File: config.mk
export PLATFORM = sky130hd
export DESIGN_NAME = circular_fifo_with_peek
export DESIGN_NICKNAME = d
export VERILOG_FILES = /design/src/sv/cfwp_pkg.sv /design/src/sv/cfwp_ram.sv /design/src/sv/circular_fifo_with_peek.sv
export SDC_FILE = /design/constraint.sdc
export NUM_CORES = 1
export LEC_CHECK = 0
export ABC_AREA = 1
export BUFFER_PORTS_ARGS = -buffer_cell sky130_fd_sc_hd__buf_2
export CAP_MARGIN = 15
export CELL_PAD_IN_SITES_DETAIL_PLACEMENT = 0
export CELL_PAD_IN_SITES_GLOBAL_PLACEMENT = 1
export CORE_ASPECT_RATIO = 0.5
export CORE_MARGIN = 2
export CORE_UTILIZATION = 48
export CTS_CLUSTER_SIZE = 12
export DETAILED_ROUTE_END_ITERATION = 8
export HOLD_SLACK_MARGIN = 0.02
export PLACE_DENSITY_LB_ADDON = 0.1
export SETUP_SLACK_MARGIN = 0.3
export SYNTH_ARGS = -nofsm -noshare
export SYNTH_HDL_FRONTEND = slang
export SYNTH_HIERARCHICAL = 1
export SYNTH_SLANG_ARGS = --single-unit
File: constraint.sdc
create_clock -name aclk -period 3.55 [get_ports aclk]
set_clock_uncertainty 0.2 [all_clocks]
set_input_delay 0.355 -clock aclk [delete_from_list [all_inputs] [get_ports aclk]]
set_output_delay 0.355 -clock aclk [all_outputs]
set_load 0.02 [all_outputs]
File: src/sv/cfwp_pkg.sv
// ----------------------------------------------------------------------------
// cfwp_pkg: shared types and constants of the circular fifo with peek
// command and status codes, index widths and wrap helpers
// ----------------------------------------------------------------------------
package cfwp_pkg;

    localparam int DEPTH      = 8;
    localparam int DATA_WIDTH = 32;
    localparam int IDX_W      = (DEPTH > 1) ? $clog2(DEPTH) : 1;
    localparam int CNT_W      = $clog2(DEPTH + 1);
    localparam int CMD_W      = 3;
    localparam int POS_W      = 4;
    localparam int STATUS_W   = 2;
    localparam int OUT_W      = 32;

    typedef logic [IDX_W-1:0] idx_t;
    typedef logic [CNT_W-1:0] cnt_t;

    typedef enum logic [CMD_W-1:0] {
        CMD_PUSH       = 3'd0,
        CMD_POP        = 3'd1,
        CMD_FRONT      = 3'd2,
        CMD_BACK       = 3'd3,
        CMD_PEEK_FRONT = 3'd4,
        CMD_PEEK_BACK  = 3'd5,
        CMD_DUMP_FWD   = 3'd6,
        CMD_DUMP_REV   = 3'd7
    } cmd_t;

    typedef enum logic [STATUS_W-1:0] {
        STAT_OK    = 2'd0,
        STAT_FULL  = 2'd1,
        STAT_EMPTY = 2'd2,
        STAT_RANGE = 2'd3
    } status_t;

    typedef enum logic {
        S_IDLE   = 1'b0,
        S_RESULT = 1'b1
    } state_t;

    // modular add of two indices, both below depth
    function automatic idx_t idx_add(input idx_t a, input idx_t b);
        logic [IDX_W:0] sum;
        sum = {1'b0, a} + {1'b0, b};
        if (sum >= (IDX_W+1)'(DEPTH)) begin
            sum = sum - (IDX_W+1)'(DEPTH);
        end
        return sum[IDX_W-1:0];
    endfunction

    function automatic idx_t idx_inc(input idx_t a);
        return idx_add(a, IDX_W'(1));
    endfunction

    function automatic idx_t idx_dec(input idx_t a);
        return idx_add(a, IDX_W'(DEPTH - 1));
    endfunction

endpackage

File: src/sv/cfwp_ram.sv
// ----------------------------------------------------------------------------
// cfwp_ram: simple dual-port ram
// one write port, one read port with registered read data held between reads
// ----------------------------------------------------------------------------
module cfwp_ram #(
    parameter int WIDTH = 32,
    parameter int WORDS = 8,
    parameter int AW    = 3
) (
    input  logic             aclk,
    input  logic             wr_en,
    input  logic [AW-1:0]    wr_addr,
    input  logic [WIDTH-1:0] wr_data,
    input  logic             rd_en,
    input  logic [AW-1:0]    rd_addr,
    output logic [WIDTH-1:0] rd_data
);

    logic [WIDTH-1:0] mem [WORDS];

    always_ff @(posedge aclk) begin
        if (wr_en) begin
            mem[wr_addr] <= wr_data;
        end
    end

    always_ff @(posedge aclk) begin
        if (rd_en) begin
            rd_data <= mem[rd_addr];
        end
    end

endmodule

File: src/sv/circular_fifo_with_peek.sv
// ----------------------------------------------------------------------------
// circular_fifo_with_peek: circular fifo of signed words with peek and dump
// order: accepted in S_IDLE, the result is registered in S_RESULT once out_free
// throughput: one item at a time, a new one only in S_IDLE; a dump streams one entry
//   per cycle after the first while m_ready holds, set by the single ram read port
// reset: head, tail and count clear at once, no clearing pass; storage is not reset
// ----------------------------------------------------------------------------
module circular_fifo_with_peek (
    input  logic                                 aclk,
    input  logic                                 aresetn,
    // item input
    input  logic                                 s_valid,
    output logic                                 s_ready,
    input  logic [cfwp_pkg::CMD_W-1:0]           s_command,
    input  logic signed [31:0]                   s_value,
    input  logic [cfwp_pkg::POS_W-1:0]           s_position,
    // result output
    output logic                                 m_valid,
    input  logic                                 m_ready,
    output logic [cfwp_pkg::STATUS_W-1:0]        m_status,
    output logic signed [cfwp_pkg::OUT_W-1:0]    m_data,
    output logic                                 m_last,
    output logic [cfwp_pkg::CNT_W-1:0]           m_count,
    output logic                                 m_is_empty,
    output logic                                 m_is_full
);

    // control state
    cfwp_pkg::state_t  state_reg,  state_next;
    cfwp_pkg::idx_t    head_reg,   head_next;
    cfwp_pkg::idx_t    tail_reg,   tail_next;
    cfwp_pkg::cnt_t    occ_reg,    occ_next;
    logic              m_valid_reg, m_valid_next;

    // latched item context
    cfwp_pkg::cmd_t    cmd_reg,    cmd_next;
    cfwp_pkg::status_t status_reg, status_next;
    cfwp_pkg::idx_t    ptr_reg,    ptr_next;   // dump read pointer
    cfwp_pkg::cnt_t    rem_reg,    rem_next;   // dump entries left after current

    // output payload
    cfwp_pkg::status_t out_status_reg, out_status_next;
    logic [cfwp_pkg::OUT_W-1:0] out_data_reg, out_data_next;
    logic              out_last_reg,   out_last_next;
    cfwp_pkg::cnt_t    out_count_reg,  out_count_next;

    // ram port
    logic                              wr_en;
    cfwp_pkg::idx_t                    wr_addr;
    logic [cfwp_pkg::DATA_WIDTH-1:0]   wr_data;
    logic                              rd_en;
    cfwp_pkg::idx_t                    rd_addr;
    logic [cfwp_pkg::DATA_WIDTH-1:0]   rd_data;

    cfwp_pkg::cmd_t    s_cmd;
    logic              peek_bad;
    cfwp_pkg::idx_t    front_off;
    cfwp_pkg::idx_t    back_off;
    logic              is_dump;
    logic              out_free;
    logic              final_result;
    cfwp_pkg::idx_t    dump_step;

    // word storage, one read and one write per cycle; a push to an empty fifo reads and
    // writes the same entry in one cycle, but its read data is never used
    cfwp_ram #(
        .WIDTH (cfwp_pkg::DATA_WIDTH),
        .WORDS (cfwp_pkg::DEPTH),
        .AW    (cfwp_pkg::IDX_W)
    ) u_ram (
        .aclk    (aclk),
        .wr_en   (wr_en),
        .wr_addr (wr_addr),
        .wr_data (wr_data),
        .rd_en   (rd_en),
        .rd_addr (rd_addr),
        .rd_data (rd_data)
    );

    assign s_cmd = cfwp_pkg::cmd_t'(s_command);

    // peek position check and offsets from either end
    assign peek_bad  = (s_position == '0) || (int'(s_position) > int'(occ_reg));
    assign front_off = cfwp_pkg::IDX_W'(int'(s_position) - 1);
    assign back_off  = cfwp_pkg::IDX_W'(cfwp_pkg::DEPTH - int'(s_position));

    assign is_dump      = (cmd_reg == cfwp_pkg::CMD_DUMP_FWD) ||
                          (cmd_reg == cfwp_pkg::CMD_DUMP_REV);
    assign out_free     = !m_valid_reg || m_ready;
    // a dump with entries ends when no entries remain; everything else is one result
    assign final_result = !(is_dump && (status_reg == cfwp_pkg::STAT_OK)) ||
                          (rem_reg == '0);
    assign dump_step    = (cmd_reg == cfwp_pkg::CMD_DUMP_FWD) ?
                          cfwp_pkg::idx_inc(ptr_reg) : cfwp_pkg::idx_dec(ptr_reg);

    always_ff @(posedge aclk) begin
        if (!aresetn) begin
            state_reg   <= cfwp_pkg::S_IDLE;
            head_reg    <= '0;
            tail_reg    <= '0;
            occ_reg     <= '0;
            m_valid_reg <= 1'b0;
        end else begin
            state_reg   <= state_next;
            head_reg    <= head_next;
            tail_reg    <= tail_next;
            occ_reg     <= occ_next;
            m_valid_reg <= m_valid_next;
        end
    end

    // item context and payload need no reset
    always_ff @(posedge aclk) begin
        cmd_reg        <= cmd_next;
        status_reg     <= status_next;
        ptr_reg        <= ptr_next;
        rem_reg        <= rem_next;
        out_status_reg <= out_status_next;
        out_data_reg   <= out_data_next;
        out_last_reg   <= out_last_next;
        out_count_reg  <= out_count_next;
    end

    always_comb begin
        state_next      = state_reg;
        head_next       = head_reg;
        tail_next       = tail_reg;
        occ_next        = occ_reg;
        cmd_next        = cmd_reg;
        status_next     = status_reg;
        ptr_next        = ptr_reg;
        rem_next        = rem_reg;
        out_status_next = out_status_reg;
        out_data_next   = out_data_reg;
        out_last_next   = out_last_reg;
        out_count_next  = out_count_reg;
        m_valid_next    = m_valid_reg && !m_ready;
        s_ready         = 1'b0;
        wr_en           = 1'b0;
        wr_addr         = tail_reg;
        wr_data         = cfwp_pkg::DATA_WIDTH'(s_value);
        rd_en           = 1'b0;
        rd_addr         = head_reg;

        unique case (state_reg)
            cfwp_pkg::S_IDLE: begin
                s_ready = 1'b1;
                if (s_valid) begin
                    // accept: decide status, update pointers, issue the first read
                    cmd_next    = s_cmd;
                    status_next = cfwp_pkg::STAT_OK;
                    rd_en       = 1'b1;
                    unique case (s_cmd)
                        cfwp_pkg::CMD_PUSH: begin
                            if (occ_reg == cfwp_pkg::CNT_W'(cfwp_pkg::DEPTH)) begin
                                status_next = cfwp_pkg::STAT_FULL;
                            end else begin
                                wr_en     = 1'b1;
                                tail_next = cfwp_pkg::idx_inc(tail_reg);
                                occ_next  = occ_reg + 1'b1;
                            end
                        end
                        cfwp_pkg::CMD_POP: begin
                            if (occ_reg == '0) begin
                                status_next = cfwp_pkg::STAT_EMPTY;
                            end else begin
                                head_next = cfwp_pkg::idx_inc(head_reg);
                                occ_next  = occ_reg - 1'b1;
                            end
                        end
                        cfwp_pkg::CMD_FRONT, cfwp_pkg::CMD_DUMP_FWD: begin
                            rd_addr = head_reg;
                            if (occ_reg == '0) begin
                                status_next = cfwp_pkg::STAT_EMPTY;
                            end
                        end
                        cfwp_pkg::CMD_BACK, cfwp_pkg::CMD_DUMP_REV: begin
                            rd_addr = cfwp_pkg::idx_dec(tail_reg);
                            if (occ_reg == '0) begin
                                status_next = cfwp_pkg::STAT_EMPTY;
                            end
                        end
                        cfwp_pkg::CMD_PEEK_FRONT: begin
                            rd_addr = cfwp_pkg::idx_add(head_reg, front_off);
                            if (occ_reg == '0) begin
                                status_next = cfwp_pkg::STAT_EMPTY;
                            end else if (peek_bad) begin
                                status_next = cfwp_pkg::STAT_RANGE;
                            end
                        end
                        cfwp_pkg::CMD_PEEK_BACK: begin
                            rd_addr = cfwp_pkg::idx_add(tail_reg, back_off);
                            if (occ_reg == '0) begin
                                status_next = cfwp_pkg::STAT_EMPTY;
                            end else if (peek_bad) begin
                                status_next = cfwp_pkg::STAT_RANGE;
                            end
                        end
                        default: begin
                            status_next = cfwp_pkg::STAT_EMPTY;
                        end
                    endcase
                    ptr_next   = rd_addr;
                    rem_next   = occ_reg - 1'b1;
                    state_next = cfwp_pkg::S_RESULT;
                end
            end
            cfwp_pkg::S_RESULT: begin
                // read data is valid here and holds while the output stalls
                if (out_free) begin
                    m_valid_next    = 1'b1;
                    out_status_next = status_reg;
                    out_last_next   = final_result;
                    out_count_next  = occ_reg;
                    if ((status_reg == cfwp_pkg::STAT_OK) &&
                        (cmd_reg != cfwp_pkg::CMD_PUSH) &&
                        (cmd_reg != cfwp_pkg::CMD_POP)) begin
                        out_data_next = cfwp_pkg::OUT_W'(rd_data);
                    end else begin
                        out_data_next = '0;
                    end
                    if (final_result) begin
                        state_next = cfwp_pkg::S_IDLE;
                    end else begin
                        // next dump entry
                        rd_en    = 1'b1;
                        rd_addr  = dump_step;
                        ptr_next = dump_step;
                        rem_next = rem_reg - 1'b1;
                    end
                end
            end
            default: begin
                state_next = cfwp_pkg::S_IDLE;
            end
        endcase
    end

    assign m_valid    = m_valid_reg;
    assign m_status   = out_status_reg;
    assign m_data     = out_data_reg;
    assign m_last     = out_last_reg;
    assign m_count    = out_count_reg;
    assign m_is_empty = (out_count_reg == '0);
    assign m_is_full  = (out_count_reg == cfwp_pkg::CNT_W'(cfwp_pkg::DEPTH));

endmodule
==> impl_metrics.yaml <==
clock_network:
  number_of_buffers_created_by_cts: 35
  ctsLongestPathBuffers: 3
  clock_latency_ns: 0.53
  clk_pin_slew_ns: 0.06
  clock_tree_from_tritoncts: "built"
  tritoncts_num_sinks: 351
  cts-htree-levels: 2
  clk_tree_root_cell: "clkbuf_16"
timing:
  tightest_slew_ns: 0.633
  rsz0062_at_grt: "no"
  hold_viol: 0
  remaining_max_slew_budget_at_the_tightest_pin_pct: 57.8
  finalWorstPathRequiredPeriod_ns: 3.10
  fmaxAchievable_mhz: 323
  timing.final.max_slew_violations: 0
  layout_worst_path_cycle_share_pct: 87.3
  setup_viol_count_final: 0
  final.setup.tns_ns: 0
final_layout:
  fillerInstances: 2650
  largest_register_ff_count: 256
  layout_common_cells: "nand2_1 (493), edfxtp_1 (339), inv_1 (326)"
  number_of_antenna_repair_diodes: 0
  layout.cells.most_common: "nand2_1"
  final_nets: 1698
  postLayoutCellArea_um2: 17800
  layout-area-overhead-vs-synth_pct: 15.9
  largest-register: "u_ram/mem"
  post_route_cells_drive_above_1_share_pct: 11.3
critical_path:
  critical-path-top-delay-family: "buffers and inverters"
  worst_path_largest_cell_delay_ns: 0.52
  worst-endpoint-arrival_ns: 3.15
  crit_path_cell_trace: "dlygate4sd3_1 > buf_2 > inv_1 > nor2_2 > nand2_1 > ha_1 > fa_1 > inv_1 > nand2_1 > nand2_1 > inv_1 > nand2_1 > nand3_1 > nand3_1 > nand2_1 > nand2_4 > inv_1 > buf_6 > nand2_1 > nand2_1"
  worst-endpoint-required_ns: 3.60
  launching_element_of_the_worst_setup_path: "s_command[2]"
  timing.setup.critical_path_class: "in -> reg"
  cp_max_fo: 18
  worst_path_max_delay_cell: "dlygate4sd3_1"
  crit_end_element: "flip-flop"
  startpoint_type: "input pin"
  reg2reg_from: "rem_reg[0]"
  worstPathBufferInverterCount: 7
  crit_path_frequent_cell: "nand2_1"
synth:
  ys_ff_latch: 351
  post_synthesis_async_set_or_reset_flop_share_pct: 0
  top_flip_flop_cell_by_instance_count_after_synthesis: "edfxtp_1"
  synthesis.nets: 1566
  post_synth_cell_types: 33
  syn_avg_cell_area_um2: 10.2
  synthesis.yosys.warnings: 6
  ys_seq_area_share_pct: 67.7
  synth.cell_area_um2: 15400
  synth_enable_flop_cells: 339
  netlist_instances: 1508
pwr:
  power.density_cell_area_nw_per_um2: 498
  netSwitchingPower_mw: 2.06
  vdd.ir_drop.worst_mv: 0.280
  power.clock.fraction_pct: 37.5
  power.internal_mw: 6.82
  seqPwrFrac_pct: 53.3
  total_power_mw: 8.89
  static_leakage_power_nw: 7.99
  comb_power_share_pct: 9.2
  power.share.switching_pct: 23.2
min_path:
  min-delay-path-class: "in -> reg"
  critical_hold_path_startpoint: "s_valid"
route:
  final_antenna_net_count: 0
  wl_per_cell_um: 16.1
  route.detailed.vias_per_inst: 4.76
  num_vias: 9931
  drc: 0
  drt-pass1-iter-count: 5
  finalWirelength_um: 33600
  drt_first_iter_violations: 599
global_route:
  grt_max_degree: 129
  antenna_found_initial: 0
  globalRouteOverflowTotal: 0
  grt_first_pass_wirelength_um: 52900
  grt_util_all_layers_pct: 20.7
  number_of_global_route_vias_before_repair: 9525
floorplanning:
  fp.dieH_um: 131
  rows: 46
  start_util_pct: 48.7
  core_area_um2: 31600
  fp.dieW_um: 257
  die_area_um2: 33600
  ports: 86
place:
  portBuffers: 85
  placed_cell_area_um2: 16500
  detailedPlacementHpwl_um: 18500
  place.gp.congestion: 0.815
flow_run:
  drv_cap: 0
outcome:
  run_status: "complete, no violations"
==> layer usage <==
metal  global-route usage (%)  up-vias  wire length, µm
li1                         -     4986                -
met1                     28.0     4722            15400
met2                     35.7      181            16200
met3                     3.49       42             1550
met4                     4.92        0              476
met5                        0        -                0
==> layout make-up <==
class / count / area (µm²) / area share, %
clock inverter: 3 / 30.0 / 0.168
inverter: 336 / 1270 / 7.13
clock buffer: 48 / 956 / 5.36
tap: 432 / 541 / 3.03
sequential: 351 / 10400 / 58.4
multi-input combinational: 768 / 3470 / 19.4
timing repair buffer: 148 / 1160 / 6.49
==> cell families after synthesis <==
group / synth area share (%)
AOI/OAI and AO/OA: 0.716
xor gates and xnor gates: 0.398
adders and majority gates: 1.37
buffers and inverters: 10.4
DFF: 67.7
muxes: 0.0650
and+or+nand+nor: 19.4
==> synthesized netlist by cell type (3+ instances only) <==
| cell | number | area [µm²] |
|---|---|---|
| edfxtp_1 | 339 | 10200 |
| o21ai_0 | 12 | 60.1 |
| nor2_2 | 4 | 25.0 |
| buf_6 | 12 | 135 |
| nand4_1 | 3 | 18.8 |
| inv_1 | 327 | 1230 |
| xor2_1 | 3 | 26.3 |
| ha_1 | 12 | 150 |
| a21oi_1 | 7 | 35.0 |
| xnor2_1 | 4 | 35.0 |
| clkbuf_1 | 11 | 41.3 |
| buf_4 | 5 | 37.5 |
| buf_1 | 5 | 18.8 |
| nor2_1 | 58 | 218 |
| fa_1 | 3 | 60.1 |
| nand2_2 | 3 | 18.8 |
| nor3_1 | 3 | 15.0 |
| inv_2 | 7 | 26.3 |
| dfxtp_1 | 12 | 240 |
| nand2_1 | 495 | 1860 |
| buf_2 | 20 | 100 |
| nand3_2 | 3 | 30.0 |
| nand3_1 | 149 | 746 |
==> power by group through the flow <==
stage	Sequential, mW	Combinational, mW	Clock [mW]
6_report	4.74	0.816	3.33
5_1_grt	4.75	0.923	3.59
4_1_cts	4.74	0.826	3.42
3_5_place_dp	4.83	0.790	0
3_3_place_gp	4.82	0.777	0
2_1_floorplan	4.85	0.483	0
==> per-stage QoR <==
step / instances / hold slack (ns) / worst slack (ns) / utilization [%]
after floorplan: 1508 / 0.226 / 0.362 / -
after global placement: 1998 / 0.251 / 0.323 / 52.1
after detailed placement: 1998 / 0.243 / 0.265 / 52.1
after CTS: 2086 / 0.0443 / 0.316 / 56.4
after global routing: 2086 / 0.0815 / 0.278 / 56.5
final: 2086 / 0.0720 / 0.450 / 56.5
==> final timing paths <==
check,to,slack (ns),depth (start not counted)
worst min register to register,m_status[0],0.26,0
worst min-delay path,state_reg,0.07,3
worst max register to register,u_ram/rd_data[30],0.67,14
worst max-delay path,u_ram/rd_data[30],0.45,20
==> worst register-to-register path: cells and delay by family, from the launching register on <==
kind	cells	cell delay [ns]
flip-flops	1	0.38
AO/OA/AOI/OAI	1	0.19
adder cells (fa/ha/maj)	1	0.18
buffers and inverters	2	0.56
AND/OR/NAND/NOR	10	1.10
==> timing repair <==
action / CTS / global route
hold buffers: 37 / 0
setup endpoints to repair: 0 / 32
buffers inserted: 0 / 0
endpoints found under the hold margin: 267 / 0
resized for setup: 0 / 5
(Power assumes the default switching activity.)
